--- config.mk ---
export PLATFORM = sky130hd
export DESIGN_NAME = bootloader_block_framer_top
export DESIGN_NICKNAME = d
export VERILOG_FILES = /design/src/rtl/core/bbf_pkg.sv /design/src/rtl/core/bbf_front.sv /design/src/rtl/core/bbf_queue.sv /design/src/rtl/core/bbf_back.sv /design/src/rtl/core/bootloader_block_framer_top.sv
export SDC_FILE = /design/constraint.sdc
export NUM_CORES = 1
export LEC_CHECK = 0
export BUFFER_PORTS_ARGS = -buffer_cell sky130_fd_sc_hd__buf_2
export CAP_MARGIN = 40
export CELL_PAD_IN_SITES_DETAIL_PLACEMENT = 0
export CELL_PAD_IN_SITES_GLOBAL_PLACEMENT = 2
export CORE_MARGIN = 5
export CORE_UTILIZATION = 42
export CTS_BUF_LIST = sky130_fd_sc_hd__clkbuf_8
export DETAILED_ROUTE_END_ITERATION = 8
export PLACE_DENSITY_LB_ADDON = 0.1
export SLEW_MARGIN = 20
export SYNTH_ARGS = -nofsm -noshare
export SYNTH_HDL_FRONTEND = slang
export SYNTH_SLANG_ARGS = --single-unit
--- constraint.sdc ---
create_clock -name clk -period 4.2 [get_ports clk]
set_input_delay 0.84 -clock clk [delete_from_list [all_inputs] [get_ports clk]]
set_output_delay 0.84 -clock clk [all_outputs]
set_load 0.1 [all_outputs]
--- src/rtl/core/bbf_pkg.sv ---
// ----------------------------------------------------------------------------
// bbf_pkg - bootloader block framer shared definitions
// Request codes, frame constants, the queued command type and the CRC step.
// ----------------------------------------------------------------------------
package bbf_pkg;

	typedef enum logic [1:0] {
		REQ_OPEN    = 2'd0,
		REQ_PAYLOAD = 2'd1,
		REQ_REPLY   = 2'd2,
		REQ_NONE    = 2'd3
	} req_t;

	localparam logic [7:0]  MAX_BLOCK = 8'd255;
	localparam logic [7:0]  HDR_BYTE  = 8'h80;
	localparam logic [7:0]  CMD_BYTE  = 8'h10;
	localparam logic [15:0] CRC_INIT  = 16'hFFFF;
	localparam logic [8:0]  LEN_EXTRA = 9'd4;

	localparam logic [2:0]  REPLY_CHECKED = 3'd6;
	localparam logic [2:0]  REPLY_LAST    = 3'd7;

	// position within one frame
	localparam logic [3:0] STEP_SYNC   = 4'd0;
	localparam logic [3:0] STEP_LEN_LO = 4'd1;
	localparam logic [3:0] STEP_LEN_HI = 4'd2;
	localparam logic [3:0] STEP_CMD    = 4'd3;
	localparam logic [3:0] STEP_ADDR0  = 4'd4;
	localparam logic [3:0] STEP_ADDR1  = 4'd5;
	localparam logic [3:0] STEP_ADDR2  = 4'd6;
	localparam logic [3:0] STEP_DATA   = 4'd7;
	localparam logic [3:0] STEP_CRC_LO = 4'd8;
	localparam logic [3:0] STEP_CRC_HI = 4'd9;

	typedef struct packed {
		logic        has_hdr;
		logic        has_crc;
		logic        is_verdict;
		logic        ok;
		logic [7:0]  data;
		logic [23:0] addr;
		logic [8:0]  flen;
		logic [15:0] crc_val;
	} cmd_t;

	function automatic logic [7:0] ack_byte(input logic [2:0] idx);
		logic [7:0] b;
		case (idx)
			3'd1: b = 8'h80;
			3'd2: b = 8'h02;
			3'd4: b = 8'h3B;
			default: b = 8'h00;
		endcase
		return b;
	endfunction

	function automatic logic [15:0] crc_step(input logic [15:0] crc, input logic [7:0] b);
		logic [7:0] x;
		x = crc[15:8] ^ b;
		x = x ^ (x >> 4);
		return {crc[7:0], 8'h00} ^ {x[3:0], 12'h000} ^ {3'b000, x, 5'b00000} ^ {8'h00, x};
	endfunction

endpackage

--- src/rtl/core/bbf_front.sv ---
// ----------------------------------------------------------------------------
// bbf_front - request decoder
// Tracks section, block and reply state and turns each request into at most
// one command for the back end, with the frame CRC already worked out.
// ----------------------------------------------------------------------------
module bbf_front import bbf_pkg::*; (
	input  logic        clk,
	input  logic        arst_n,
	input  logic        accept,
	input  req_t        req_type,
	input  logic [23:0] section_address,
	input  logic [23:0] section_length,
	input  logic [7:0]  data_byte,
	output logic        push,
	output cmd_t        cmd
);

	logic [23:0] section_left_q;
	logic [7:0]  block_left_q;
	logic [23:0] next_address_q;
	logic [15:0] running_crc_q;
	logic [2:0]  reply_count_q;
	logic        reply_match_q;

	logic        new_block;
	logic [7:0]  blen;
	logic [7:0]  bl_eff;
	logic [7:0]  bl_next;
	logic [15:0] crc_hdr;
	logic [15:0] crc_new;
	logic        byte_bad;

	always_comb begin
		new_block = (block_left_q == 8'd0);
		blen      = (section_left_q < {16'd0, MAX_BLOCK}) ? section_left_q[7:0] : MAX_BLOCK;
		bl_eff    = new_block ? blen : block_left_q;
		bl_next   = bl_eff - 8'd1;
		crc_hdr   = crc_step(CRC_INIT, CMD_BYTE);
		crc_hdr   = crc_step(crc_hdr, next_address_q[7:0]);
		crc_hdr   = crc_step(crc_hdr, next_address_q[15:8]);
		crc_hdr   = crc_step(crc_hdr, next_address_q[23:16]);
		crc_new   = crc_step(new_block ? crc_hdr : running_crc_q, data_byte);
		byte_bad  = (reply_count_q < REPLY_CHECKED) && (data_byte != ack_byte(reply_count_q));
	end

	always_comb begin
		push            = 1'b0;
		cmd.has_hdr     = new_block;
		cmd.has_crc     = (bl_next == 8'd0);
		cmd.is_verdict  = 1'b0;
		cmd.ok          = 1'b0;
		cmd.data        = data_byte;
		cmd.addr        = next_address_q;
		cmd.flen        = {1'b0, blen} + LEN_EXTRA;
		cmd.crc_val     = crc_new;
		if (accept) begin
			case (req_type)
				REQ_PAYLOAD: push = (section_left_q != 24'd0);
				REQ_REPLY: begin
					if (reply_count_q == REPLY_LAST) begin
						push           = 1'b1;
						cmd.is_verdict = 1'b1;
						cmd.has_hdr    = 1'b0;
						cmd.has_crc    = 1'b0;
						cmd.ok         = reply_match_q;
					end
				end
				default: push = 1'b0;
			endcase
		end
	end

	always_ff @(posedge clk or negedge arst_n) begin
		if (!arst_n) begin
			section_left_q <= 24'd0;
			block_left_q   <= 8'd0;
			next_address_q <= 24'd0;
			running_crc_q  <= CRC_INIT;
			reply_count_q  <= 3'd0;
			reply_match_q  <= 1'b1;
		end else if (accept) begin
			case (req_type)
				REQ_OPEN: begin
					section_left_q <= section_length;
					next_address_q <= section_address;
					block_left_q   <= 8'd0;
					running_crc_q  <= CRC_INIT;
				end
				REQ_PAYLOAD: begin
					if (section_left_q != 24'd0) begin
						if (new_block)
							next_address_q <= next_address_q + {16'd0, blen};
						running_crc_q  <= crc_new;
						block_left_q   <= bl_next;
						section_left_q <= section_left_q - 24'd1;
					end
				end
				REQ_REPLY: begin
					if (reply_count_q == REPLY_LAST) begin
						reply_count_q <= 3'd0;
						reply_match_q <= 1'b1;
					end else begin
						reply_count_q <= reply_count_q + 3'd1;
						reply_match_q <= reply_match_q & ~byte_bad;
					end
				end
				default: ;
			endcase
		end
	end

endmodule

--- src/rtl/core/bbf_queue.sv ---
// ----------------------------------------------------------------------------
// bbf_queue - command queue
// Small register FIFO between the decoder and the frame sequencer.
// ----------------------------------------------------------------------------
module bbf_queue import bbf_pkg::*; #(
	parameter int DEPTH = 4
) (
	input  logic clk,
	input  logic arst_n,
	input  logic push,
	input  cmd_t push_data,
	input  logic pop,
	output logic full,
	output logic valid,
	output cmd_t data
);

	localparam int PTR_W = $clog2(DEPTH);
	localparam int CNT_W = $clog2(DEPTH + 1);

	cmd_t             mem_q [DEPTH];
	logic [PTR_W-1:0] wr_ptr_q;
	logic [PTR_W-1:0] rd_ptr_q;
	logic [CNT_W-1:0] count_q;

	logic do_push;
	logic do_pop;

	assign full    = (count_q == CNT_W'(DEPTH));
	assign valid   = (count_q != '0);
	assign data    = mem_q[rd_ptr_q];
	assign do_push = push & ~full;
	assign do_pop  = pop & valid;

	always_ff @(posedge clk) begin
		if (do_push)
			mem_q[wr_ptr_q] <= push_data;
	end

	always_ff @(posedge clk or negedge arst_n) begin
		if (!arst_n) begin
			wr_ptr_q <= '0;
			rd_ptr_q <= '0;
			count_q  <= '0;
		end else begin
			if (do_push)
				wr_ptr_q <= (wr_ptr_q == PTR_W'(DEPTH - 1)) ? '0 : wr_ptr_q + PTR_W'(1);
			if (do_pop)
				rd_ptr_q <= (rd_ptr_q == PTR_W'(DEPTH - 1)) ? '0 : rd_ptr_q + PTR_W'(1);
			if (do_push && !do_pop)
				count_q <= count_q + CNT_W'(1);
			else if (do_pop && !do_push)
				count_q <= count_q - CNT_W'(1);
		end
	end

endmodule

--- src/rtl/core/bbf_back.sv ---
// ----------------------------------------------------------------------------
// bbf_back - frame sequencer
// Expands each queued command into its frame bytes or verdict, one result
// per cycle while m_tready is high, from a registered command and step counter.
// ----------------------------------------------------------------------------
module bbf_back import bbf_pkg::*; (
	input  logic        clk,
	input  logic        arst_n,
	input  logic        q_valid,
	input  cmd_t        q_data,
	output logic        pop,
	output logic        m_tvalid,
	input  logic        m_tready,
	output logic [15:0] m_tdata,   // out_byte[7:0], reply_ok[8], zero fill
	output logic        m_tuser,   // out_kind
	output logic        m_tlast
);

	logic       cur_valid_q;
	cmd_t       cur_q;
	logic [3:0] idx_q;

	logic       last;
	logic       fire;
	logic       load;
	logic [7:0] out_byte;

	always_comb begin
		last = cur_q.is_verdict || (idx_q == STEP_CRC_HI)
			|| ((idx_q == STEP_DATA) && !cur_q.has_crc);
		fire = cur_valid_q & m_tready;
		load = ~cur_valid_q | (fire & last);
		pop  = load & q_valid;
	end

	always_comb begin
		case (idx_q)
			STEP_SYNC:   out_byte = HDR_BYTE;
			STEP_LEN_LO: out_byte = cur_q.flen[7:0];
			STEP_LEN_HI: out_byte = {7'd0, cur_q.flen[8]};
			STEP_CMD:    out_byte = CMD_BYTE;
			STEP_ADDR0:  out_byte = cur_q.addr[7:0];
			STEP_ADDR1:  out_byte = cur_q.addr[15:8];
			STEP_ADDR2:  out_byte = cur_q.addr[23:16];
			STEP_DATA:   out_byte = cur_q.data;
			STEP_CRC_LO: out_byte = cur_q.crc_val[7:0];
			STEP_CRC_HI: out_byte = cur_q.crc_val[15:8];
			default:     out_byte = 8'h00;
		endcase
		if (cur_q.is_verdict)
			out_byte = 8'h00;
	end

	assign m_tvalid = cur_valid_q;
	assign m_tdata  = {7'd0, cur_q.is_verdict & cur_q.ok, out_byte};
	assign m_tuser  = cur_q.is_verdict;
	assign m_tlast  = last;

	always_ff @(posedge clk) begin
		if (pop)
			cur_q <= q_data;
	end

	always_ff @(posedge clk or negedge arst_n) begin
		if (!arst_n) begin
			cur_valid_q <= 1'b0;
			idx_q       <= STEP_SYNC;
		end else if (load) begin
			cur_valid_q <= q_valid;
			idx_q       <= q_data.has_hdr ? STEP_SYNC : STEP_DATA;
		end else if (fire) begin
			idx_q <= idx_q + 4'd1;
		end
	end

endmodule

--- src/rtl/core/bootloader_block_framer_top.sv ---
// ----------------------------------------------------------------------------
// bootloader_block_framer_top - bootloader block framer
// Cuts section payload into frames with header and CRC-CCITT, and checks
// the target's reply bytes, giving one verdict per eight.
//
//  channel | dir | tdata                                    | tuser    | tlast
//  s_*     | in  | section_address, section_length, data_byte | req_type | -
//  m_*     | out | out_byte, reply_ok                       | out_kind | last_of_run
//
// A request is taken every cycle while the command queue has room.
// Payload bytes give one result each, plus seven header bytes at a block's
// start and two CRC bytes at its end; the sequencer sends one result per
// cycle while m_tready is high, so a block of n bytes gives n+9 results.
// m_tready low stalls the sequencer; s_tready drops once the queue fills.
// arst_n clears all control state; no clearing pass.
// ----------------------------------------------------------------------------
module bootloader_block_framer_top import bbf_pkg::*; #(
	parameter int QUEUE_DEPTH = 4
) (
	input  logic        clk,
	input  logic        arst_n,
	input  logic        s_tvalid,
	output logic        s_tready,
	input  logic [55:0] s_tdata,   // section_address[23:0], section_length[47:24], data_byte[55:48]
	input  logic [1:0]  s_tuser,   // req_type
	output logic        m_tvalid,
	input  logic        m_tready,
	output logic [15:0] m_tdata,   // out_byte[7:0], reply_ok[8], zero fill
	output logic        m_tuser,   // out_kind
	output logic        m_tlast    // last_of_run
);

	logic accept;
	logic push;
	cmd_t push_cmd;
	logic q_full;
	logic q_valid;
	cmd_t q_data;
	logic pop;

	assign s_tready = ~q_full;
	assign accept   = s_tvalid & s_tready;

	bbf_front u_front (
		.clk             (clk),
		.arst_n          (arst_n),
		.accept          (accept),
		.req_type        (req_t'(s_tuser)),
		.section_address (s_tdata[23:0]),
		.section_length  (s_tdata[47:24]),
		.data_byte       (s_tdata[55:48]),
		.push            (push),
		.cmd             (push_cmd)
	);

	bbf_queue #(
		.DEPTH (QUEUE_DEPTH)
	) u_queue (
		.clk       (clk),
		.arst_n    (arst_n),
		.push      (push),
		.push_data (push_cmd),
		.pop       (pop),
		.full      (q_full),
		.valid     (q_valid),
		.data      (q_data)
	);

	bbf_back u_back (
		.clk      (clk),
		.arst_n   (arst_n),
		.q_valid  (q_valid),
		.q_data   (q_data),
		.pop      (pop),
		.m_tvalid (m_tvalid),
		.m_tready (m_tready),
		.m_tdata  (m_tdata),
		.m_tuser  (m_tuser),
		.m_tlast  (m_tlast)
	);

endmodule
==> results of run 1 <==
==> cell type report <==
cell class                      count  area share, %
Timing Repair Buffer              117           4.00
Clock buffer                       77           5.23
Sequential cell                   392           56.1
Tap cell                          539           3.33
Multi-Input combinational cell    743           29.3
Clock inverter                     50           1.51
Inverter                           30          0.556
==> registers in the layout (all words and copies together), names as in the netlist, 3 cells and up <==
name,flops
u_queue.mem_q,244
u_back.cur_q,59
u_front.next_address_q,24
u_front.section_left_q,24
u_front.running_crc_q,16
u_front.block_left_q,8
u_back.idx_q,4
u_front.reply_count_q,3
u_queue.count_q,3
==> stage by stage <==
stage               util, %  cells
global route           48.5   1948
detailed placement     45.2   1820
floorplan                 -   1235
CTS                    48.5   1947
finish                 48.5   1948
global placement       45.1   1819
==> worst paths after layout <==
| kind | from | endpoint | slack [ns] | cells after the start |
|---|---|---|---|---|
| min in group clk | s_tdata[39] | u_front.section_left_q[15]$_DFFE_PN0P_ | 0.50 | 3 |
| max in group asynchronous | arst_n | u_front.reply_match_q$_DFFE_PN1P_ | 3.11 | 3 |
| hold reg to reg | u_front.running_crc_q[12]$_DFFE_PN1P_ | u_front.running_crc_q[12]$_DFFE_PN1P_ | 0.51 | 1 |
| setup reg to reg | u_front.section_left_q[13]$_DFFE_PN0P_ | u_front.next_address_q[11]$_DFFE_PN0P_ | 0.26 | 14 |
| setup / recovery | u_back.idx_q[0]$_DFFE_PN0P_ | m_tdata[0] | 0.23 | 8 |
| hold / removal | arst_n | u_front.next_address_q[14]$_DFFE_PN0P_ | 0.14 | 1 |
==> worst reg2reg max path: stages (launching register included) <==
cell and delay [ns]:
dfrtp_1 0.37, or4_4 0.57, nor2_4 0.13, nand4_4 0.15, or3_1 0.52, ha_1 0.33, a21o_1 0.18, a21oi_1 0.22
o21ai_0 0.12, a21oi_1 0.23, o21ai_0 0.18, a21oi_1 0.36, nor2_1 0.13, a31o_2 0.26, a21oi_1 0.13
==> power breakdown <==
group,switching [mW],internal [mW]
combinational,5.22,3.32
sequential,0.887,6.04
clock,1.57,1.88
==> kinds of logic (layout without fill, tap and decap cells) <==
family	Yosys count	count (layout)	share of synthesized area [%]
adder cells (fa/ha/maj)	33	33	2.42
AND/OR/NAND/NOR	266	266	7.44
flip-flops	392	392	64.3
multiplexers	83	83	9.06
buffers and inverters	100	274	2.32
AO/OA/AOI/OAI	261	261	9.03
other	1	7	0.0213
XOR/XNOR	93	93	5.37
==> routing by layer <==
| layer | wire, um | GRT usage, % | part of all wire, % |
|---|---|---|---|
| met4 | 980 | 5.55 | 2.2 |
| met2 | 21700 | 30.8 | 49 |
| met3 | 2110 | 3.90 | 4.7 |
| met1 | 19900 | 27.1 | 45 |
| met5 | 0 | 0 | 0 |
==> placed cells by master, fill, tap and decap left out, drive strengths merged, types with 15 or more instances in the layout <==
| master | n |
|---|---|
| edfxtp | 304 |
| buf | 117 |
| nand2 | 84 |
| a21oi | 78 |
| clkbuf | 77 |
| dfrtp | 71 |
| o21ai | 70 |
| mux4 | 61 |
| inv | 60 |
| nor2 | 59 |
| xnor2 | 57 |
| o22ai | 32 |
| ha | 31 |
| nand3 | 29 |
| xor2 | 28 |
| mux2i | 18 |
| dfstp | 17 |
| nor3 | 15 |
| clkinv | 15 |
==> out/metrics.csv, run 1 <==
stage,metric,value,unit
place,dpl.hpwl,29.4,mm
sta,skew,0.0246,ns
synth,synth_area,17600,sq um
floorplan,placementRows,75,
pwr,ir_worst_vdd,0.000616,V
critical_path,max_stage_delay,0.53,ns
critical_path,startpoint_type,register,
drt,via_per_inst,5.51,
pwr,p_per_area,934,nW/um^2
clocking,cts_max_level,3,
critical_path,worstPathRequired,3.36,ns
floorplan,io_pins,82,
run,cap_violations,0,
clocking,holdBufCountCts,0,
pwr,p_leak,7.38,nW
critical_path,path_cells,inv_1 -> ha_1 -> nor2_1 -> a21oi_1 -> nand2_1 -> a221o_1 -> a31oi_1 -> buf_2,
sta,hold_viol,0,
worst_hold_path,hold_class,input port to asynchronous set/reset pin,
floorplan,coreArea,41800,sq um
sta,period_minus_slack,3.97,ns
clocking,cts_resized,0,
sta,worst_slack,0.234,ns
sta,grt_setup_unrepaired,false,
synth,synth_top_area_share,51.7,%
sta,setup_viol,0,
final_layout,fin_nets,1450,
synth,ys_top_cells_by_area,"edfxtp_1, dfrtp_1, mux4_2, xnor2_1, dfstp_2",
place,gp_congestion,0.831,
clocking,cts_buffer_depth,3,
run_status,outcome,"finished, final reports clean",
sta,finalCritPeriodShare,94.4,%
synth,synthTopCellsByCount,"edfxtp_1, nand2_1, a21oi_1, dfrtp_1, o21ai_0",
sta,slew_violations,0,
drt,drc,0,
floorplan,start_util,42.3,%
sta,tightestPinTransition,0.769,ns
drt,post_drt_wl_per_cell,22.9,um
sta,max_freq,252,MHz
place,io_buffers,74,
final_layout,diodes,0,
global_route,grt_pass1_vias,10778,
global_route,grt.overflow.total,0,
global_route,grt_pass1_wl,67.9,mm
drt,drtPass1Iterations,5,
synth,yosysTopAreaCell,edfxtp_1,
drt,detail-route-antenna-nets,0,
sta,slew_headroom,48.7,%
synth,synth-main-ff-cell,edfxtp_1,
floorplan,dieArea,46200,sq um
final_layout,multi_input_area,5940,sq um
pwr,p_total,18.9,mW
clocking,cts_setup_buffers,0,
synth,postSynthAreaPerCell,14.4,sq um
critical_path,crit_path_end_kind,primary output,
synth,synth_edf_count,304,
clocking,cts_tree,built,
synth,synthArstFlopShare,22.4,%
drt,dr.first_iter.drc_count,783,
drt,wirelength,44.6,mm
global_route,grt_start_max_net_pins,64,
place,placed_area,18900,sq um
clocking,insertion_delay,0.60,ns
sta,hold_slack,0.137,ns
critical_path,critPathMaxFanout,10,
clocking,numClockSinks,392,
critical_path,cp.arrival,3.13,ns
synth,yosysWarnings,0,
final_layout,ff_latch_area,11400,sq um
clocking,path_clk_slew,0.06,ns
synth,synth_most_common_cell,edfxtp_1,
final_layout,drive_gt1_share,22.7,%
synth,yosysUniqueCellTypes,69,
critical_path,cp_top_family,compound AO/OA/AOI/OAI gates,
final_layout,area_growth,14.8,%
place,dp_slack,0.208,ns
sta,tns,0,ns
drt,dr_total_vias,10742,
clocking,cts_buffers,71,
synth,postSynthCellCount,1229,
global_route,grt_usage,19.3,%
final_layout,fin_area,20300,sq um
final_layout,fillers,3674,
global_route,antenna_found_initial,0,
synth,ys_ff_latch,392,
floorplan,die_x,215,um
critical_path,worstSetupPathType,register to primary output,
floorplan,die_h,215,um
critical_path,cp.buffers_inverters,2,
synth,seq_area_frac_synth,64.3,%
clocking,clockRootBuffer,clkbuf_8,
critical_path,critPathSlowestCell,ha_1,
Power figures use the tool's default switching activity.
==> run 2: changes to the inputs <==
- BUFFER_PORTS_ARGS: -buffer_cell sky130_fd_sc_hd__buf_2 -> -buffer_cell sky130_fd_sc_hd__buf_4
==> run 2 against run 1 <==
  * The run now ends with antenna rules left
  * Design area increased by 0.83%
  * Sequential cell count unchanged
  * Via count fell by 0.12%
  * Critical endpoint is now m_tdata[3]
==> out/metrics.csv, run 2 (synthesis results as in run 1) <==
stage,metric,value,unit
run_status,outcome,finished with violations,
run_status,violations,antenna rules,
sta,hold_slack,0.127,ns
sta,period_minus_slack,3.97,ns
pwr,p_leak,7.43,nW
sta,tns,0,ns
floorplan,start_util,42.3,%
sta,max_freq,252,MHz
run,cap_violations,0,
floorplan,io_pins,82,
floorplan,coreArea,41800,sq um
critical_path,crit_path_end_kind,primary output,
place,dpl.hpwl,30.7,mm
sta,finalCritPeriodShare,94.5,%
critical_path,critPathMaxFanout,13,
drt,wirelength,45.3,mm
sta,skew,0.0164,ns
floorplan,dieArea,46200,sq um
floorplan,die_h,215,um
pwr,p_per_area,921,nW/um^2
global_route,grt_usage,19.4,%
clocking,cts_buffer_depth,3,
place,placed_area,19100,sq um
place,gp_congestion,0.772,
global_route,grt_pass1_vias,11121,
clocking,cts_resized,0,
critical_path,startpoint_type,register,
drt,dr_total_vias,10729,
pwr,ir_worst_vdd,0.000455,V
sta,setup_viol,0,
clocking,holdBufCountCts,0,
clocking,cts_setup_buffers,0,
final_layout,fillers,3649,
drt,via_per_inst,5.48,
clocking,cts_max_level,3,
drt,drtPass1Iterations,5,
sta,slew_headroom,44.7,%
critical_path,cp.arrival,3.13,ns
final_layout,reg_top3,"u_queue.mem_q (244), u_back.cur_q (59)",
clocking,path_clk_slew,0.06,ns
drt,drc,0,
sta,slew_violations,0,
final_layout,fin_area,20400,sq um
critical_path,worstPathRequired,3.36,ns
clocking,cts_buffers,70,
final_layout,largest_reg_flops,244,
global_route,grt_start_max_net_pins,66,
clocking,cts_tree,built,
clocking,clockRootBuffer,clkbuf_8,
final_layout,area_growth,15.8,%
final_layout,largest-register,u_queue.mem_q,
floorplan,die_x,215,um
place,io_buffers,74,
pwr,p_total,18.8,mW
final_layout,fin_nets,1456,
final_layout,final_cell_mix,"edfxtp_1, buf_4, nand2_1",
clocking,numClockSinks,392,
global_route,antenna_found_initial,0,
sta,tightestPinTransition,0.826,ns
floorplan,placementRows,75,
critical_path,worstSetupPathType,register to primary output,
clocking,insertion_delay,0.61,ns
drt,dr.first_iter.drc_count,734,
drt,post_drt_wl_per_cell,23.2,um
final_layout,drive_gt1_share,23.1,%
sta,hold_viol,0,
sta,grt_setup_unrepaired,false,
global_route,grt.overflow.total,0,
global_route,grt_pass1_wl,68.3,mm
final_layout,layout_commonest_cell,edfxtp_1,
drt,detail-route-antenna-nets,1,
worst_hold_path,hold_class,input port to asynchronous set/reset pin,
[run 2: changes by cell type in the layout (fill, tap and decap cells not counted), sizes merged]
cell	before	now
diode	0	5
buf	117	124
inv	60	57
clkinv	15	21
bufinv	3	0
clkinvlp	2	1
clkbuf	77	76
[run 2: through the flow]
stage                     utilization [%]  setup WS [ns]  cells
after CTS                            48.9          0.122   1953
after global placement               45.7          0.169   1826
after floorplan                         -          0.236   1235
after global routing                 48.9         0.0188   1953
final                                48.9          0.231   1958
after detailed placement             45.8          0.153   1828
[run 2: report_power, final]
group,internal [mW],switching [mW]
Clock,1.69,1.58
Sequential,6.04,0.924
Combinational,3.35,5.24
[run 2: layer usage]
| layer | up-vias | track usage (%) | part of all wire [%] |
|---|---|---|---|
| met4 | 0 | 5.65 | 2.4 |
| met1 | 5425 | 26.3 | 44 |
| li1 | 4964 | - | - |
| met3 | 77 | 3.81 | 4.5 |
| met2 | 263 | 32.2 | 49 |
| met5 | - | 0 | 0 |
[run 2: worst max-delay path: stages (launching register included)]
cell	delay [ns]
dfrtp_1	0.42
inv_1	0.09
ha_1	0.58
nor2_1	0.14
o21ai_0	0.17
nand2_1	0.23
a221o_1	0.37
a31oi_1	0.19
buf_4	0.32
[run 2: worst paths after layout]
check | slack, ns | cells after the start | end | startpoint
worst max-delay path | 0.23 | 8 | m_tdata[3] | u_back.idx_q[1]$_DFFE_PN0P_
worst min-delay path | 0.13 | 1 | u_front.next_address_q[10]$_DFFE_PN0P_ | arst_n
worst max register to register | 0.30 | 14 | u_front.next_address_q[13]$_DFFE_PN0P_ | u_front.section_left_q[13]$_DFFE_PN0P_
worst min register to register | 0.51 | 1 | u_front.reply_match_q$_DFFE_PN1P_ | u_front.reply_match_q$_DFFE_PN1P_
max in group asynchronous | 3.18 | 3 | u_front.next_address_q[2]$_DFFE_PN0P_ | arst_n
min in group clk | 0.49 | 3 | u_front.section_left_q[15]$_DFFE_PN0P_ | s_tdata[39]
[run 2: area by class of cell]
type / instances / area, sq um / share of cell area (%)
diodes: 5 / 12.5 / 0.0612
clock buffers: 76 / 1050 / 5.12
clock inverters: 49 / 248 / 1.21
inverters: 30 / 113 / 0.551
multi-input cells: 743 / 5950 / 29.1
flip-flops and latches: 392 / 11400 / 55.6
well taps: 539 / 674 / 3.30
repair buffers: 124 / 1030 / 5.06
